--- config.mk ---
export PLATFORM = sky130hd
export DESIGN_NAME = srt_tick_scheduler_flat
export DESIGN_NICKNAME = d
export VERILOG_FILES = /design/src/hw/rtl/srt_pkg.sv /design/src/hw/rtl/srt_if.sv /design/src/hw/rtl/srt_tick_scheduler.sv /design/src/hw/rtl/srt_ctrl.sv /design/src/hw/rtl/srt_dpath.sv /design/src/flat_wrapper.sv
export VERILOG_INCLUDE_DIRS = /design/src /design/src/hw/rtl
export SDC_FILE = /design/constraint.sdc
export NUM_CORES = 1
export LEC_CHECK = 0
export BUFFER_PORTS_ARGS = -buffer_cell sky130_fd_sc_hd__buf_2
export CORE_UTILIZATION = 53
export CTS_BUF_LIST = sky130_fd_sc_hd__clkbuf_4 sky130_fd_sc_hd__clkbuf_8
export CTS_CLUSTER_SIZE = 12
export DETAILED_ROUTE_END_ITERATION = 8
export PLACE_DENSITY = 0.7
export SYNTH_ARGS = -nofsm -noshare
export SYNTH_HDL_FRONTEND = slang
export SYNTH_SLANG_ARGS = --single-unit
--- constraint.sdc ---
create_clock -name clock -period 10.91 [get_ports clock]
set_clock_uncertainty 0.15 [all_clocks]
set_input_delay 3.273 -clock clock [delete_from_list [all_inputs] [get_ports clock]]
set_output_delay 3.273 -clock clock [all_outputs]
set_load 0.05 [all_outputs]
--- src/hw/rtl/srt_tick_scheduler_assert.svh ---
// Assertion macros used by the scheduler's top-level RTL file.
`ifndef SRT_TICK_SCHEDULER_ASSERT_SVH
`define SRT_TICK_SCHEDULER_ASSERT_SVH

// A condition that must hold at every clock edge outside reset.
`define SRT_ASSERT_ALWAYS(label, cond, msg) \
   label: assert property (@(posedge clock) disable iff (reset) (cond)) else $error(msg);

// A consequence that must hold in the same cycle as its trigger.
`define SRT_ASSERT_IMPL(label, ante, cons, msg) \
   label: assert property (@(posedge clock) disable iff (reset) (ante) |-> (cons)) \
      else $error(msg);

// A consequence that must hold in the cycle after its trigger.
`define SRT_ASSERT_NEXT(label, ante, cons, msg) \
   label: assert property (@(posedge clock) disable iff (reset) (ante) |=> (cons)) \
      else $error(msg);

`endif

--- src/hw/rtl/srt_pkg.sv ---
// Shared constants, types and control structs of the tick scheduler.
package srt_pkg;

   // Table size and time counter width.
   localparam int NUM_TASKS = 5;
   localparam int TIME_BITS = 16;

   // Fixed widths of the channel fields.
   localparam int FIELD_W = 16;
   localparam int TASK_W  = 5;
   localparam int SUM_W   = 21;
   localparam int SUM_MAX = 2097151;

   // Derived widths for indexes, counts and the turnaround accumulator.
   localparam int IDX_W = $clog2(NUM_TASKS);
   localparam int CNT_W = $clog2(NUM_TASKS + 1);
   localparam int ACC_W = TIME_BITS + $clog2(NUM_TASKS);
   localparam int CMP_W = (ACC_W > SUM_W) ? ACC_W : SUM_W;

   typedef logic [TIME_BITS-1:0] time_type;
   typedef logic [IDX_W-1:0]     idx_type;
   typedef logic [FIELD_W-1:0]   field_type;
   typedef logic [TASK_W-1:0]    task_type;
   typedef logic [ACC_W-1:0]     acc_type;
   typedef logic [CNT_W-1:0]     cnt_type;
   typedef logic [SUM_W-1:0]     sum_type;

   localparam idx_type LAST_IDX = idx_type'(NUM_TASKS - 1);

   // Operation codes of an input word.
   typedef enum logic {
      OP_LOAD = 1'b0,
      OP_TICK = 1'b1
   } opcode_type;

   // Commands from the controller to the datapath.
   typedef struct packed {
      logic    accept;
      logic    load_wr;
      logic    scan;
      logic    finish;
      idx_type scan_idx;
   } ctrl_cmd_type;

   // Status from the request side back to the controller.
   typedef struct packed {
      logic req_is_load;
   } ctrl_status_type;

endpackage

--- src/hw/rtl/srt_if.sv ---
// Request and response channel interfaces of the tick scheduler.
interface srt_req_if;
   logic                        valid;
   logic                        ready;
   logic                        opcode;
   logic [srt_pkg::TASK_W-1:0]  task_index;
   logic [srt_pkg::FIELD_W-1:0] arrival_time;
   logic [srt_pkg::FIELD_W-1:0] burst_time;

   modport source (output valid, output opcode, output task_index, output arrival_time,
                   output burst_time, input ready);
   modport sink (input valid, input opcode, input task_index, input arrival_time,
                 input burst_time, output ready);
endinterface

interface srt_rsp_if;
   logic                        valid;
   logic                        ready;
   logic [srt_pkg::FIELD_W-1:0] current_time;
   logic                        picked_valid;
   logic [srt_pkg::TASK_W-1:0]  picked_task;
   logic [srt_pkg::FIELD_W-1:0] picked_remaining;
   logic                        all_done;
   logic [srt_pkg::SUM_W-1:0]   turnaround_sum;

   modport source (output valid, output current_time, output picked_valid,
                   output picked_task, output picked_remaining, output all_done,
                   output turnaround_sum, input ready);
   modport sink (input valid, input current_time, input picked_valid,
                 input picked_task, input picked_remaining, input all_done,
                 input turnaround_sum, output ready);
endinterface

--- src/hw/rtl/srt_tick_scheduler.sv ---
// Top level of the shortest-remaining-time tick scheduler.
// Each request word is either a load, which writes one task's arrival time and burst into
// the table, or a tick, which activates arriving tasks, runs the active task with the least
// nonzero remaining time (lowest index on a tie), ages every task still runnable and then
// advances the time counter. Every word yields exactly one response word. After acceptance
// a word passes through its table write (loads only), a scan of the table at one entry per
// cycle and a finish step that fills the response register. The next word can be taken in
// the cycle the response appears. A new request is accepted while the previous response
// still waits in the output register; the finish step of the next word waits until that
// register is free.
`include "srt_tick_scheduler_assert.svh"

module srt_tick_scheduler (
   input logic      clock,
   input logic      reset,
   srt_req_if.sink  req_chan,
   srt_rsp_if.source rsp_chan
);
   import srt_pkg::*;

   ctrl_cmd_type    cmd;
   ctrl_status_type status;
   logic [3:0]      step_vec;
   logic            req_fire;
   logic            rsp_free;

   assign status.req_is_load = (opcode_type'(req_chan.opcode) == OP_LOAD);

   // Sequencer.
   srt_ctrl u_ctrl (
      .clock     (clock),
      .reset     (reset),
      .req_valid (req_chan.valid),
      .req_ready (req_chan.ready),
      .rsp_ready (rsp_chan.ready),
      .rsp_valid (rsp_chan.valid),
      .status    (status),
      .cmd       (cmd)
   );

   // Tables and arithmetic.
   srt_dpath u_dpath (
      .clock                (clock),
      .reset                (reset),
      .cmd                  (cmd),
      .req_opcode           (req_chan.opcode),
      .req_task_index       (req_chan.task_index),
      .req_arrival_time     (req_chan.arrival_time),
      .req_burst_time       (req_chan.burst_time),
      .rsp_current_time     (rsp_chan.current_time),
      .rsp_picked_valid     (rsp_chan.picked_valid),
      .rsp_picked_task      (rsp_chan.picked_task),
      .rsp_picked_remaining (rsp_chan.picked_remaining),
      .rsp_all_done         (rsp_chan.all_done),
      .rsp_turnaround_sum   (rsp_chan.turnaround_sum)
   );

   // Terms watched by the checks below.
   assign step_vec = {cmd.accept, cmd.load_wr, cmd.scan, cmd.finish};
   assign req_fire = req_chan.valid && req_chan.ready;
   assign rsp_free = !rsp_chan.valid || rsp_chan.ready;

   // At most one step of the sequence is commanded in any cycle.
   `SRT_ASSERT_ALWAYS(a_one_step, $onehot0(step_vec), "overlapping steps")
   // An accepted word starts with its table write or its first scan cycle.
   `SRT_ASSERT_NEXT(a_start, req_fire, cmd.load_wr || cmd.scan, "word not started")
   // The finish step never overwrites a response that is still waiting.
   `SRT_ASSERT_IMPL(a_no_overwrite, cmd.finish, rsp_free, "response overwritten")
   // The finish step always presents a response.
   `SRT_ASSERT_NEXT(a_finish_resp, cmd.finish, rsp_chan.valid, "response missing after finish")

endmodule

--- src/hw/rtl/srt_ctrl.sv ---
// Sequencer of the tick scheduler: accept, table write, entry scan, finish.
module srt_ctrl (
   input  logic                     clock,
   input  logic                     reset,
   input  logic                     req_valid,
   output logic                     req_ready,
   input  logic                     rsp_ready,
   output logic                     rsp_valid,
   input  srt_pkg::ctrl_status_type status,
   output srt_pkg::ctrl_cmd_type    cmd
);
   import srt_pkg::*;

   typedef enum logic [1:0] {
      ST_IDLE,
      ST_LOAD,
      ST_SCAN,
      ST_FINISH
   } state_type;

   state_type state_ff, state_in;
   idx_type   scan_idx_ff, scan_idx_in;
   logic      rsp_valid_ff, rsp_valid_in;
   logic      accept;
   logic      finish;

   // A word is taken only between items; a pending response does not block it.
   assign req_ready = (state_ff == ST_IDLE);
   assign accept    = req_valid && req_ready;

   // The finish step runs once the output register is free or being emptied.
   assign finish = (state_ff == ST_FINISH) && (!rsp_valid_ff || rsp_ready);

   // Next state, scan index and response valid.
   always_comb begin
      state_in     = state_ff;
      scan_idx_in  = scan_idx_ff;
      rsp_valid_in = rsp_valid_ff;
      unique case (state_ff)
         ST_IDLE: begin
            if (accept) begin
               state_in    = status.req_is_load ? ST_LOAD : ST_SCAN;
               scan_idx_in = '0;
            end
         end
         ST_LOAD: begin
            state_in = ST_SCAN;
         end
         ST_SCAN: begin
            if (scan_idx_ff == LAST_IDX) begin
               state_in = ST_FINISH;
            end else begin
               scan_idx_in = scan_idx_ff + 1'b1;
            end
         end
         ST_FINISH: begin
            if (finish) begin
               state_in = ST_IDLE;
            end
         end
         default: begin
            state_in = ST_IDLE;
         end
      endcase
      if (finish) begin
         rsp_valid_in = 1'b1;
      end else if (rsp_ready) begin
         rsp_valid_in = 1'b0;
      end
   end

   always_ff @(posedge clock) begin
      if (reset) begin
         state_ff     <= ST_IDLE;
         scan_idx_ff  <= '0;
         rsp_valid_ff <= 1'b0;
      end else begin
         state_ff     <= state_in;
         scan_idx_ff  <= scan_idx_in;
         rsp_valid_ff <= rsp_valid_in;
      end
   end

   // Commands decoded from the state.
   always_comb begin
      cmd.accept   = accept;
      cmd.load_wr  = (state_ff == ST_LOAD);
      cmd.scan     = (state_ff == ST_SCAN);
      cmd.finish   = finish;
      cmd.scan_idx = scan_idx_ff;
   end

   assign rsp_valid = rsp_valid_ff;

endmodule

--- src/hw/rtl/srt_dpath.sv ---
// Task tables, scan arithmetic and response register of the tick scheduler.
module srt_dpath (
   input  logic                        clock,
   input  logic                        reset,
   input  srt_pkg::ctrl_cmd_type       cmd,
   input  logic                        req_opcode,
   input  logic [srt_pkg::TASK_W-1:0]  req_task_index,
   input  logic [srt_pkg::FIELD_W-1:0] req_arrival_time,
   input  logic [srt_pkg::FIELD_W-1:0] req_burst_time,
   output logic [srt_pkg::FIELD_W-1:0] rsp_current_time,
   output logic                        rsp_picked_valid,
   output logic [srt_pkg::TASK_W-1:0]  rsp_picked_task,
   output logic [srt_pkg::FIELD_W-1:0] rsp_picked_remaining,
   output logic                        rsp_all_done,
   output logic [srt_pkg::SUM_W-1:0]   rsp_turnaround_sum
);
   import srt_pkg::*;

   // Task tables and the time counter.
   time_type               arrival_ff   [NUM_TASKS];
   time_type               remaining_ff [NUM_TASKS];
   time_type               turn_ff      [NUM_TASKS];
   logic [NUM_TASKS-1:0]   active_ff;
   time_type               tick_ff, tick_in;

   // The word being worked on.
   logic      is_tick_ff;
   task_type  ld_idx_ff;
   time_type  ld_arr_ff;
   time_type  ld_burst_ff;
   field_type cur_time_ff;

   // Scan results.
   logic     found_ff, found_in;
   idx_type  best_ff, best_in;
   time_type best_rem_ff, best_rem_in;
   time_type best_turn_ff, best_turn_in;
   logic     best_inc_ff, best_inc_in;
   acc_type  acc_ff, acc_in;
   cnt_type  nz_ff, nz_in;

   // Response register.
   field_type out_time_ff, out_time_in;
   logic      out_valid_ff, out_valid_in;
   task_type  out_task_ff, out_task_in;
   field_type out_rem_ff, out_rem_in;
   logic      out_done_ff, out_done_in;
   sum_type   out_sum_ff, out_sum_in;

   // Entry under scan.
   time_type sc_rem;
   time_type sc_turn;
   time_type sc_turn_in;
   logic     sc_act;
   logic     sc_run;
   logic     sc_better;

   // Finish-step terms.
   logic     ld_ok;
   logic     drop;
   cnt_type  nz_final;
   acc_type  acc_final;
   time_type best_rem_dec;

   // Capture the word at acceptance.
   always_ff @(posedge clock) begin
      if (cmd.accept) begin
         is_tick_ff  <= (opcode_type'(req_opcode) == OP_TICK);
         ld_idx_ff   <= req_task_index;
         ld_arr_ff   <= time_type'(req_arrival_time);
         ld_burst_ff <= time_type'(req_burst_time);
         cur_time_ff <= field_type'(tick_ff);
      end
   end

   // One table entry per cycle: arrival check, runnability, running minimum.
   always_comb begin
      sc_rem     = remaining_ff[cmd.scan_idx];
      sc_turn    = turn_ff[cmd.scan_idx];
      sc_act     = active_ff[cmd.scan_idx] || (arrival_ff[cmd.scan_idx] == tick_ff);
      sc_run     = is_tick_ff && sc_act && (sc_rem != '0);
      sc_turn_in = (sc_run && (sc_turn != '1)) ? sc_turn + 1'b1 : sc_turn;
      sc_better  = sc_run && (!found_ff || (sc_rem < best_rem_ff));

      found_in     = found_ff;
      best_in      = best_ff;
      best_rem_in  = best_rem_ff;
      best_turn_in = best_turn_ff;
      best_inc_in  = best_inc_ff;
      acc_in       = acc_ff;
      nz_in        = nz_ff;
      if (cmd.accept) begin
         found_in = 1'b0;
         acc_in   = '0;
         nz_in    = '0;
      end else if (cmd.scan) begin
         if (sc_better) begin
            found_in     = 1'b1;
            best_in      = cmd.scan_idx;
            best_rem_in  = sc_rem;
            best_turn_in = sc_turn;
            best_inc_in  = (sc_turn != '1);
         end
         acc_in = acc_ff + acc_type'(sc_turn_in);
         nz_in  = nz_ff + cnt_type'(sc_rem != '0);
      end
   end

   always_ff @(posedge clock) begin
      if (reset) begin
         found_ff <= 1'b0;
      end else begin
         found_ff <= found_in;
      end
      best_ff      <= best_in;
      best_rem_ff  <= best_rem_in;
      best_turn_ff <= best_turn_in;
      best_inc_ff  <= best_inc_in;
      acc_ff       <= acc_in;
      nz_ff        <= nz_in;
   end

   // The picked task that reaches zero leaves the active set and loses the
   // increment the scan already gave it.
   always_comb begin
      ld_ok        = ({1'b0, ld_idx_ff} < (TASK_W + 1)'(NUM_TASKS));
      drop         = found_ff && (best_rem_ff == time_type'(1));
      best_rem_dec = best_rem_ff - 1'b1;
      nz_final     = nz_ff - cnt_type'(drop);
      acc_final    = acc_ff - acc_type'(drop && best_inc_ff);
      tick_in      = (tick_ff != '1) ? tick_ff + 1'b1 : tick_ff;
   end

   // Table updates: load write, per-entry scan write, finish write.
   always_ff @(posedge clock) begin
      if (reset) begin
         for (int i = 0; i < NUM_TASKS; i++) begin
            remaining_ff[i] <= '0;
            turn_ff[i]      <= '0;
         end
         active_ff <= '0;
         tick_ff   <= '0;
      end else begin
         if (cmd.load_wr && ld_ok) begin
            remaining_ff[ld_idx_ff[IDX_W-1:0]] <= ld_burst_ff;
            turn_ff[ld_idx_ff[IDX_W-1:0]]      <= '0;
            active_ff[ld_idx_ff[IDX_W-1:0]]    <= 1'b0;
         end
         if (cmd.scan && is_tick_ff) begin
            turn_ff[cmd.scan_idx]   <= sc_turn_in;
            active_ff[cmd.scan_idx] <= sc_run;
         end
         if (cmd.finish && is_tick_ff) begin
            tick_ff <= tick_in;
            if (found_ff) begin
               remaining_ff[best_ff] <= best_rem_dec;
            end
            if (drop) begin
               active_ff[best_ff] <= 1'b0;
               turn_ff[best_ff]   <= best_turn_ff;
            end
         end
      end
   end

   // Arrival times have no reset value.
   always_ff @(posedge clock) begin
      if (cmd.load_wr && ld_ok) begin
         arrival_ff[ld_idx_ff[IDX_W-1:0]] <= ld_arr_ff;
      end
   end

   // Response fields formed at the finish step.
   always_comb begin
      out_time_in  = cur_time_ff;
      out_valid_in = found_ff;
      out_task_in  = found_ff ? task_type'(best_ff) : '0;
      out_rem_in   = found_ff ? field_type'(best_rem_dec) : '0;
      out_done_in  = (nz_final == '0);
      if (CMP_W'(acc_final) > CMP_W'(SUM_MAX)) begin
         out_sum_in = sum_type'(SUM_MAX);
      end else begin
         out_sum_in = sum_type'(acc_final);
      end
   end

   always_ff @(posedge clock) begin
      if (cmd.finish) begin
         out_time_ff  <= out_time_in;
         out_valid_ff <= out_valid_in;
         out_task_ff  <= out_task_in;
         out_rem_ff   <= out_rem_in;
         out_done_ff  <= out_done_in;
         out_sum_ff   <= out_sum_in;
      end
   end

   assign rsp_current_time     = out_time_ff;
   assign rsp_picked_valid     = out_valid_ff;
   assign rsp_picked_task      = out_task_ff;
   assign rsp_picked_remaining = out_rem_ff;
   assign rsp_all_done         = out_done_ff;
   assign rsp_turnaround_sum   = out_sum_ff;

endmodule
--- src/flat_wrapper.sv ---
// flat-port wrapper written by rule: the top's interface ports become plain ports
module srt_tick_scheduler_flat import srt_pkg::*;
  (clock, reset, req_chan_valid, req_chan_opcode, req_chan_task_index, req_chan_arrival_time, req_chan_burst_time, req_chan_ready, rsp_chan_valid, rsp_chan_current_time, rsp_chan_picked_valid, rsp_chan_picked_task, rsp_chan_picked_remaining, rsp_chan_all_done, rsp_chan_turnaround_sum, rsp_chan_ready);
  srt_req_if req_chan_i ();
  srt_rsp_if rsp_chan_i ();
  input logic clock;
  input logic reset;
  input wire logic [$bits(req_chan_i.valid)-1:0] req_chan_valid;
  input wire logic [$bits(req_chan_i.opcode)-1:0] req_chan_opcode;
  input wire logic [$bits(req_chan_i.task_index)-1:0] req_chan_task_index;
  input wire logic [$bits(req_chan_i.arrival_time)-1:0] req_chan_arrival_time;
  input wire logic [$bits(req_chan_i.burst_time)-1:0] req_chan_burst_time;
  output wire logic [$bits(req_chan_i.ready)-1:0] req_chan_ready;
  output wire logic [$bits(rsp_chan_i.valid)-1:0] rsp_chan_valid;
  output wire logic [$bits(rsp_chan_i.current_time)-1:0] rsp_chan_current_time;
  output wire logic [$bits(rsp_chan_i.picked_valid)-1:0] rsp_chan_picked_valid;
  output wire logic [$bits(rsp_chan_i.picked_task)-1:0] rsp_chan_picked_task;
  output wire logic [$bits(rsp_chan_i.picked_remaining)-1:0] rsp_chan_picked_remaining;
  output wire logic [$bits(rsp_chan_i.all_done)-1:0] rsp_chan_all_done;
  output wire logic [$bits(rsp_chan_i.turnaround_sum)-1:0] rsp_chan_turnaround_sum;
  input wire logic [$bits(rsp_chan_i.ready)-1:0] rsp_chan_ready;
  assign req_chan_i.valid = req_chan_valid;
  assign req_chan_i.opcode = req_chan_opcode;
  assign req_chan_i.task_index = req_chan_task_index;
  assign req_chan_i.arrival_time = req_chan_arrival_time;
  assign req_chan_i.burst_time = req_chan_burst_time;
  assign req_chan_ready = req_chan_i.ready;
  assign rsp_chan_valid = rsp_chan_i.valid;
  assign rsp_chan_current_time = rsp_chan_i.current_time;
  assign rsp_chan_picked_valid = rsp_chan_i.picked_valid;
  assign rsp_chan_picked_task = rsp_chan_i.picked_task;
  assign rsp_chan_picked_remaining = rsp_chan_i.picked_remaining;
  assign rsp_chan_all_done = rsp_chan_i.all_done;
  assign rsp_chan_turnaround_sum = rsp_chan_i.turnaround_sum;
  assign rsp_chan_i.ready = rsp_chan_ready;
  srt_tick_scheduler u_core (.clock(clock), .reset(reset), .req_chan(req_chan_i), .rsp_chan(rsp_chan_i));
endmodule
Word level (Yosys, flattened, before mapping)
Memories as Yosys holds them, arrays and structs flattened. A register that Yosys moved wholly into a read port is not among the register bits.
Cells that the tools add are included.
W data, S select, Z words.

operators by class
  reductions and logical operators = 35
  add/sub/neg operators = 8
  bitwise operators = 5
  order comparisons = 8
  eq/ne operators = 12
  mux-type cells = 64

operators with widths
  kind                     count
  $mux W16                 6
  $reduce_or A16 Y1        5
  $mux W3                  13
  $add A16 B1 Y16 const B  2
  $ne A16 B16 Y1 const B   2
  $mux W5                  6
  $mux W1                  28
  $add A19 B16 Y19         1
  $sub A19 B1 Y19          1
  $eq A16 B1 Y1 const B    1
  $eq A16 B16 Y1           1
  $lt A16 B16 Y1           1
  $reduce_bool A16 Y1      1
  $sub A16 B1 Y16 const B  1
  $logic_and A1 B1 Y1      14
  $lt A3 B4 Y1 const B     3
  $and A5 B5 Y5            2
  $not A5 Y5               2
  $demux W1 S3             3
  $ge A3 B1 Y1 const B     3
  $reduce_and A3 Y1        3
  $mux W2                  4
  $pmux W2 S4              1
  $ne A2 B2 Y1 const B     3
  other kinds (19)         25

word-level totals
  word-level logic and storage cells = 159
  RAM bits = 240
  flip-flop bits (word level) = 198
  input bits = 42
  output and inout bits = 62
  memories kept = 3

memory list
  memory                       depth  bits a word  rd ports  clocked after memory_dff  wr ports  RTL line         text
  u_core.u_dpath.arrival_ff    5      16           1         1                         1         srt_dpath.sv:20  time_type arrival_ff [NUM_TASKS];
  u_core.u_dpath.remaining_ff  5      16           1         1                         5         srt_dpath.sv:21  time_type remaining_ff [NUM_TASKS];
  u_core.u_dpath.turn_ff       5      16           1         1                         5         srt_dpath.sv:22  time_type turn_ff [NUM_TASKS];

Logic depth before layout (Yosys ltp)
Gate-level depths: netlist of the first run.

  depth in word-level cells = 14
  depth in mapped cells = 23
  mapped depth without buffers = 18

By module
A second synthesis of the first run with hierarchy kept.

second synthesis, totals
  cells, all modules = 2042
  area total of the unflattened synthesis = 25539.5 sq um

by module, submodules not included
  module              times used  cells an instance  area an instance (sq um)
  srt_dpath           1           1990               25080.3
  srt_ctrl            1           51                 455.4
  srt_tick_scheduler  1           1                  3.8

Least setup slack after synthesis of the first run
OpenSTA, ideal clock, no wires.

  kind = input to register
  start point = input rsp_chan_ready
  end point = register u_core.u_dpath.out_done_ff, in the netlist u_core.u_dpath.rsp_all_done (enable)
  stages = 2
  data required time = 10290 ps
  arrival = 5685 ps
  library setup time = 470 ps
  path slack = 4606 ps
  path through = nor2b_1 nor2_1

RTL lines
  element               RTL line            text
  start, declared       flat_wrapper.sv:21  input wire logic [$bits(rsp_chan_i.ready)-1:0] rsp_chan_ready;
  end signal, assigned  srt_dpath.sv:193    out_done_ff <= out_done_in;
  end, declared         srt_dpath.sv:47     logic out_done_ff, out_done_in;

==> run_results.csv, run 1 <==
group,metric,value,unit
layout,fin_util,59.7,%
clock_network,post_cts_buffers,0,
placed_design,routabilityCongestion,0.882,
die,core_area,0.0453,mm2
power,peakVddDrop,0.0998,mV
power,power_density,196,mW/mm2
setup_path,worst_ep_arrival_time,7.58,ns
outcome,outcome,"finished clean",
routing,drc,0,
setup_path,cp.required,11.25,ns
die,die_h,216,um
die,rows,78,
die,ios,104,
synth,avgSynthCellArea,14.0,um2
sta,timing.fmax,138,MHz
sta,worstMarginPinSlew,1.08,ns
global_route,grt_pass1_wl,85600,um
setup_path,cp_max_fo,53,
synth,synth_edf_count,482,
clock_network,cts_max_level,3,
global_route,grt_pass1_vias,15028,
layout,area_growth,11.4,%
clock_network,clock_path_buffers,3,
min_path,hold_class,"flop to flop",
global_route,grt-ovfl-total,0,
synth,synth_top_cell_by_area,"edfxtp_1",
setup_path,endpoint_kind,"flop",
die,die_area,0.0467,mm2
sta,hold_violations,0,
clock_network,cts_tree,"yes",
routing,wire_per_inst,22.3,um
routing,ant_nets,0,
sta,setup_viol,0,
global_route,grt_usage,24.3,%
synth,ys_types,75,
layout,fillers,3510,
clock_network,clkTransAtPathRegs,0.06,ns
clock_network,cts_buffers,85,
synth,ys_ff_latch,535,
die,start_util,53.6,%
setup_path,start_kind,"flop",
synth,ys_warn_count,0,
routing,drt-total-wl,56200,um
synth,yosysTopAreaCellShare,59.6,%
synth,syn_area,0.0243,mm2
die,die_w,216,um
synth,synth_flop_cell,"edfxtp_1",
global_route,antenna_found_initial,2,
global_route,grt_max_degree,79,
synth,synth_common_cells,"482 x edfxtp_1, 181 x nor2_1, 126 x nand2_1, 95 x a21oi_1, 70 x mux4_2",
synth,ys_top_cells_by_area,"edfxtp_1 60%, mux4_2 6.5%, dfxtp_1 4.4%, nor2_1 2.8%, ha_1 2.4%",
synth,post-synth-top-count-cell,"edfxtp_1",
clock_network,ctsHoldBuffers,0,
setup_path,crit_type,"flop to flop",
min_path,min-delay-start,"u_core.u_dpath.cur_time_ff[3]",
routing,drt_iter0_drc,1254,
clock_network,clock_latency,0.67,ns
sta,finalCriticalPeriod,7.24,ns
sta,finalSetupTns,0,ns
synth,async_flop_share,0,%
sta,maxSlewViolCount,0,
placed_design,portBuffers,99,
sta,rsz0062_at_grt,"no",
power,power_leakage,9.72,nW
clock_network,post_cts_resized,0,
layout,layout.nets,1944,
placed_design,hpwl,37900,um
clock_network,cts_root_buffer,"clkbuf_8",
routing,drt_pass1_iterations,5,
synth,synthCells,1728,
routing,vias_per_cell,5.91,
sta,slew_headroom,27.8,%
synth,ys_seq_area_share,64.0,%
layout,antenna_cells,0,
routing,vias,14921,
sta,post-route-period-util,66.3,%
clock_network,cts.sinks,535,
flow_run,drv_cap,0,
layout,drive_above_1_share,19.1,%
cells in the final DEF, fill, tap and decap left out, types with 6 or more instances in the layout:
master,instances
a2111oi_4,6
a21o_1,18
mux4_2,70
nor2b_1,19
a21oi_1,94
mux2_2,11
a311oi_1,6
edfxtp_1,482
inv_1,63
nand2_1,126
nor4_1,15
nor2_1,180
and3_1,27
clkbuf_8,86
clkinv_2,17
nor3_1,33
nand2b_1,22
ha_1,46
dfxtp_1,50
o211ai_1,6
buf_4,21
clkinv_1,22
xnor2_1,53
mux4_1,9
a31oi_1,24
or3_1,15
bufinv_16,8
nand3_1,31
xor2_1,32
o21ai_0,15
or4_1,12
a211oi_1,8
and2_1,16
nand4_1,16
clkbuf_4,18
mux2i_1,57
buf_2,99
path summary, 6_finish.rpt:
kind                                              to  depth (start not counted)  slack, ns
setup / recovery           u_core.u_dpath.acc_ff[17]                         19       3.67
hold / removal    u_core.u_dpath.rsp_current_time[3]                          0       0.27
setup reg to reg           u_core.u_dpath.acc_ff[17]                         19       3.67
hold reg to reg   u_core.u_dpath.rsp_current_time[3]                          0       0.27
where the power goes:
group	internal, mW	switching (mW)
logic	0.357	0.616
registers	2.43	0.128
clock network	0.990	0.788
total	3.78	1.53
cells by family (layout without fill, tap and decap cells):
group / Yosys count / in the layout / synth area share (%)
buffers and inverters: 148 / 340 / 2.98
AO/OA/AOI/OAI: 227 / 227 / 6.53
other: 1 / 4 / 0.0154
flip-flops: 535 / 535 / 64.0
adder cells (fa/ha/maj): 47 / 47 / 2.45
XOR/XNOR: 85 / 85 / 3.07
multiplexers: 147 / 147 / 10.3
AND/OR/NAND/NOR: 538 / 538 / 10.6
registers in the layout, summed over array words and instances (netlist names), 5 cells and up, named ones only:
name	count
u_core.u_dpath.tick_ff	16
u_core.u_dpath.rsp_current_time	16
u_core.u_dpath.acc_ff	19
u_core.u_dpath.active_ff	5
u_core.u_dpath.best_rem_ff	16
u_core.u_dpath.rsp_turnaround_sum	19
u_core.u_dpath.best_turn_ff	16
u_core.u_dpath.ld_idx_ff	5
u_core.u_dpath.cur_time_ff	16
u_core.u_dpath.ld_burst_ff	16
u_core.u_dpath.remaining_ff	128
u_core.u_dpath.rsp_picked_remaining	16
u_core.u_dpath.turn_ff	128
u_core.u_dpath.ld_arr_ff	16
u_core.u_dpath.arrival_ff	80
metal layers:
metal  GRT usage, %  share of wire (%)
met5              0              0.023
met4           9.81                2.8
met3           4.23                6.1
met2           42.0                 51
met1           30.5                 40
stage by stage:
stage	worst slack [ns]	std cells	hold WS (ns)	total power, mW	instance area, um2
6_report	3.67	2523	0.268	5.31	27000
5_1_grt	3.09	2523	0.279	5.52	27000
4_1_cts	3.62	2523	0.270	5.34	27000
3_5_place_dp	3.39	2368	0.255	3.57	25300
3_3_place_gp	3.51	2368	0.255	3.55	25300
2_1_floorplan	4.61	1731	0.250	3.31	24300
critical path, cell delays in order (launching register included):
cell and delay [ns]:
dfxtp_4 1.07, buf_4 0.70, mux4_2 0.58, mux2i_1 0.32, nand2_1 0.13, or4_1 0.47
o41ai_4 0.23, buf_4 0.34, a21oi_4 0.16, nand2_1 0.16, mux2_2 0.38, ha_1 0.28
a21o_1 0.15, a21o_1 0.21, a2111oi_0 0.63, o311ai_0 0.39, a21oi_1 0.28, o31ai_1 0.13
a21oi_1 0.18, nor3b_1 0.06
final cells by class:
class	count	area, um2	area share (%)
Multi-Input combinational cell	1048	8090	29.9
Inverter	65	245	0.907
Sequential cell	535	15500	57.5
Clock inverter	51	442	1.63
Tap cell	600	751	2.78
Timing Repair Buffer	120	653	2.42
Clock buffer	104	1320	4.88
No activity file was read; power rests on OpenSTA's default activity.
==> run 2: changes to the inputs <==
- clock period: 10.91 -> 7.55 ns (I/O delays scaled with it)
==> run 2 against run 1 <==
Final cell count is 0.24% higher. Worst hold slack better by 0.0025 ns. Clock power is 33% higher. Die area stayed put. Sequential share of layout area is 0.18 points higher. Wire length is 1.2% higher. Setup slack worse by 2.8 ns. Final area is 0.31% lower. Combinational power is 47% higher. Non-clock buffer count is 10 higher. Critical path depth is 3 lower. Global-route usage is 0.47 points higher. Largest cell class unchanged.
==> run_results.csv, run 2 (synthesized netlist as in run 1, its figures left out) <==
group,metric,value,unit
outcome,outcome,"finished clean",
clock_network,cts_max_level,3,
sta,fin_ws,0.919,ns
clock_network,cts.sinks,535,
global_route,grt_pass1_vias,15351,
routing,vias,15114,
layout,layout_commonest_cell,"edfxtp_1",
clock_network,cts_tree,"yes",
power,power_density,278,mW/mm2
routing,wire_per_inst,22.5,um
power,peakVddDrop,0.141,mV
setup_path,slowest_stage,"dfxtp_4",
clock_network,post_cts_resized,0,
layout,fillers,3591,
clock_network,clock_latency,0.68,ns
clock_network,clock_path_buffers,3,
power,swShare,29.7,%
setup_path,cp_max_fo,45,
die,die_w,216,um
sta,worstMarginPinSlew,1.16,ns
clock_network,ctsHoldBuffers,0,
sta,hold_violations,0,
sta,timing.fmax,151,MHz
global_route,grt_usage,24.8,%
global_route,grt_pass1_wl,87700,um
power,comb_power_share,19.1,%
min_path,hold_class,"flop to flop",
sta,maxSlewViolCount,0,
setup_path,start_kind,"flop",
layout,design_area,0.0270,mm2
die,die_area,0.0467,mm2
setup_path,cp.required,7.96,ns
power,seqPwrFrac,49.3,%
flow_run,drv_cap,0,
global_route,antenna_found_initial,3,
placed_design,detailedPlace.worstSlack,0.911,ns
sta,setup_viol,0,
die,core_area,0.0453,mm2
global_route,grt_max_degree,78,
power,power_switching,2.22,mW
power,power_frac_clock,31.6,%
sta,rsz0062_at_grt,"no",
placed_design,postPlaceCellArea,0.0254,mm2
placed_design,portBuffers,99,
placed_design,hpwl,37500,um
setup_path,worst_ep_arrival_time,7.04,ns
layout,layout.nets,1953,
setup_path,cpPeakStageDelay,0.89,ns
setup_path,endpoint_kind,"flop",
routing,drc,0,
routing,drt_pass1_iterations,5,
layout,instances_no_fill,2529,
routing,ant_nets,0,
layout,layout_common_cells,"482 x edfxtp_1, 180 x nor2_1, 126 x nand2_1",
routing,vias_per_cell,5.98,
power,power_leakage,9.68,nW
layout,fin_util,59.5,%
power,intPower,5.26,mW
sta,slew_headroom,22.9,%
die,rows,78,
sta,finalCriticalPeriod,6.63,ns
placed_design,routabilityCongestion,0.910,
clock_network,cts_buffers,84,
sta,finalSetupTns,0,ns
routing,drt_iter0_drc,1310,
die,die_h,216,um
die,ios,104,
clock_network,clkTransAtPathRegs,0.06,ns
layout,area_growth,11.1,%
global_route,grt-ovfl-total,0,
routing,drt-total-wl,56900,um
placed_design,dp_cells,2378,
layout,drive_above_1_share,19.4,%
die,start_util,53.6,%
setup_path,path_cells,"buf_4, mux4_2, mux2_2, ha_1, and3_1, nand2_1, and2b_2, a2111oi_4, xor2_1, ha_1, nand3_1, a2111oi_0, or3_1, a41oi_1, or3_1, a21oi_1",
sta,post-route-period-util,87.8,%
clock_network,cts_root_buffer,"clkbuf_8",
setup_path,crit_type,"flop to flop",
clock_network,post_cts_buffers,0,
-- run 2: changes by cell type in the layout (fill, tap and decap cells not counted), sizes merged --
cell | before | now
clkbuf | 104 | 109
bufinv | 8 | 1
diode | 0 | 2
buf | 120 | 130
clkinv | 39 | 33
clkinvlp | 4 | 6
-- run 2: cell type report --
| class | count | area [um2] | share of cell area, % |
|---|---|---|---|
| Clock buffer | 109 | 1380 | 5.10 |
| Inverter | 65 | 245 | 0.910 |
| Multi-Input combinational cell | 1048 | 8090 | 30.0 |
| Timing Repair Buffer | 130 | 728 | 2.70 |
| Tap cell | 600 | 751 | 2.78 |
| Sequential cell | 535 | 15500 | 57.7 |
| Antenna cell | 2 | 5.00 | 0.0186 |
| Clock inverter | 40 | 220 | 0.817 |
-- run 2: path summary, 6_finish.rpt --
path,slack [ns],from,cells past startpoint,to
setup / recovery,0.92,flop,16,u_core.u_dpath.acc_ff[18]
hold / removal,0.27,u_core.u_dpath.cur_time_ff[0],0,u_core.u_dpath.rsp_current_time[0]
setup reg to reg,0.92,flop,16,u_core.u_dpath.acc_ff[18]
hold reg to reg,0.27,u_core.u_dpath.cur_time_ff[0],0,u_core.u_dpath.rsp_current_time[0]
-- run 2: critical path: cells and delay by family, from the launching register on --
kind | cells | cell delay [ns]
buf+inv | 1 | 0.64
compound gates | 4 | 1.50
fa+ha+maj | 2 | 0.70
mux | 2 | 0.96
simple gates | 6 | 1.47
flops | 1 | 0.89
xor+xnor | 1 | 0.19
-- run 2: power by group through the flow --
stage	Clock, mW	Sequential, mW	Combinational (mW)
after global placement	0	3.74	1.40
final	2.36	3.69	1.43
after floorplan	0	3.75	1.04
after detailed placement	0	3.75	1.43
after CTS	2.40	3.69	1.43
after global routing	2.54	3.72	1.55
-- run 2: per-layer routing --
layer	routed length, um	vias to the layer above	GRT usage (%)
li1	-	6850	-
met1	23400	7556	32.1
met2	28000	595	41.1
met3	3620	111	4.55
met4	1870	2	10.8
met5	11	-	0
-- run 2: per-stage QoR --
step	total power [mW]	hold slack, ns
final	7.48	0.271
after global routing	7.80	0.281
after CTS	7.53	0.272
after detailed placement	5.18	0.256
after global placement	5.15	0.251
after floorplan	4.79	0.250
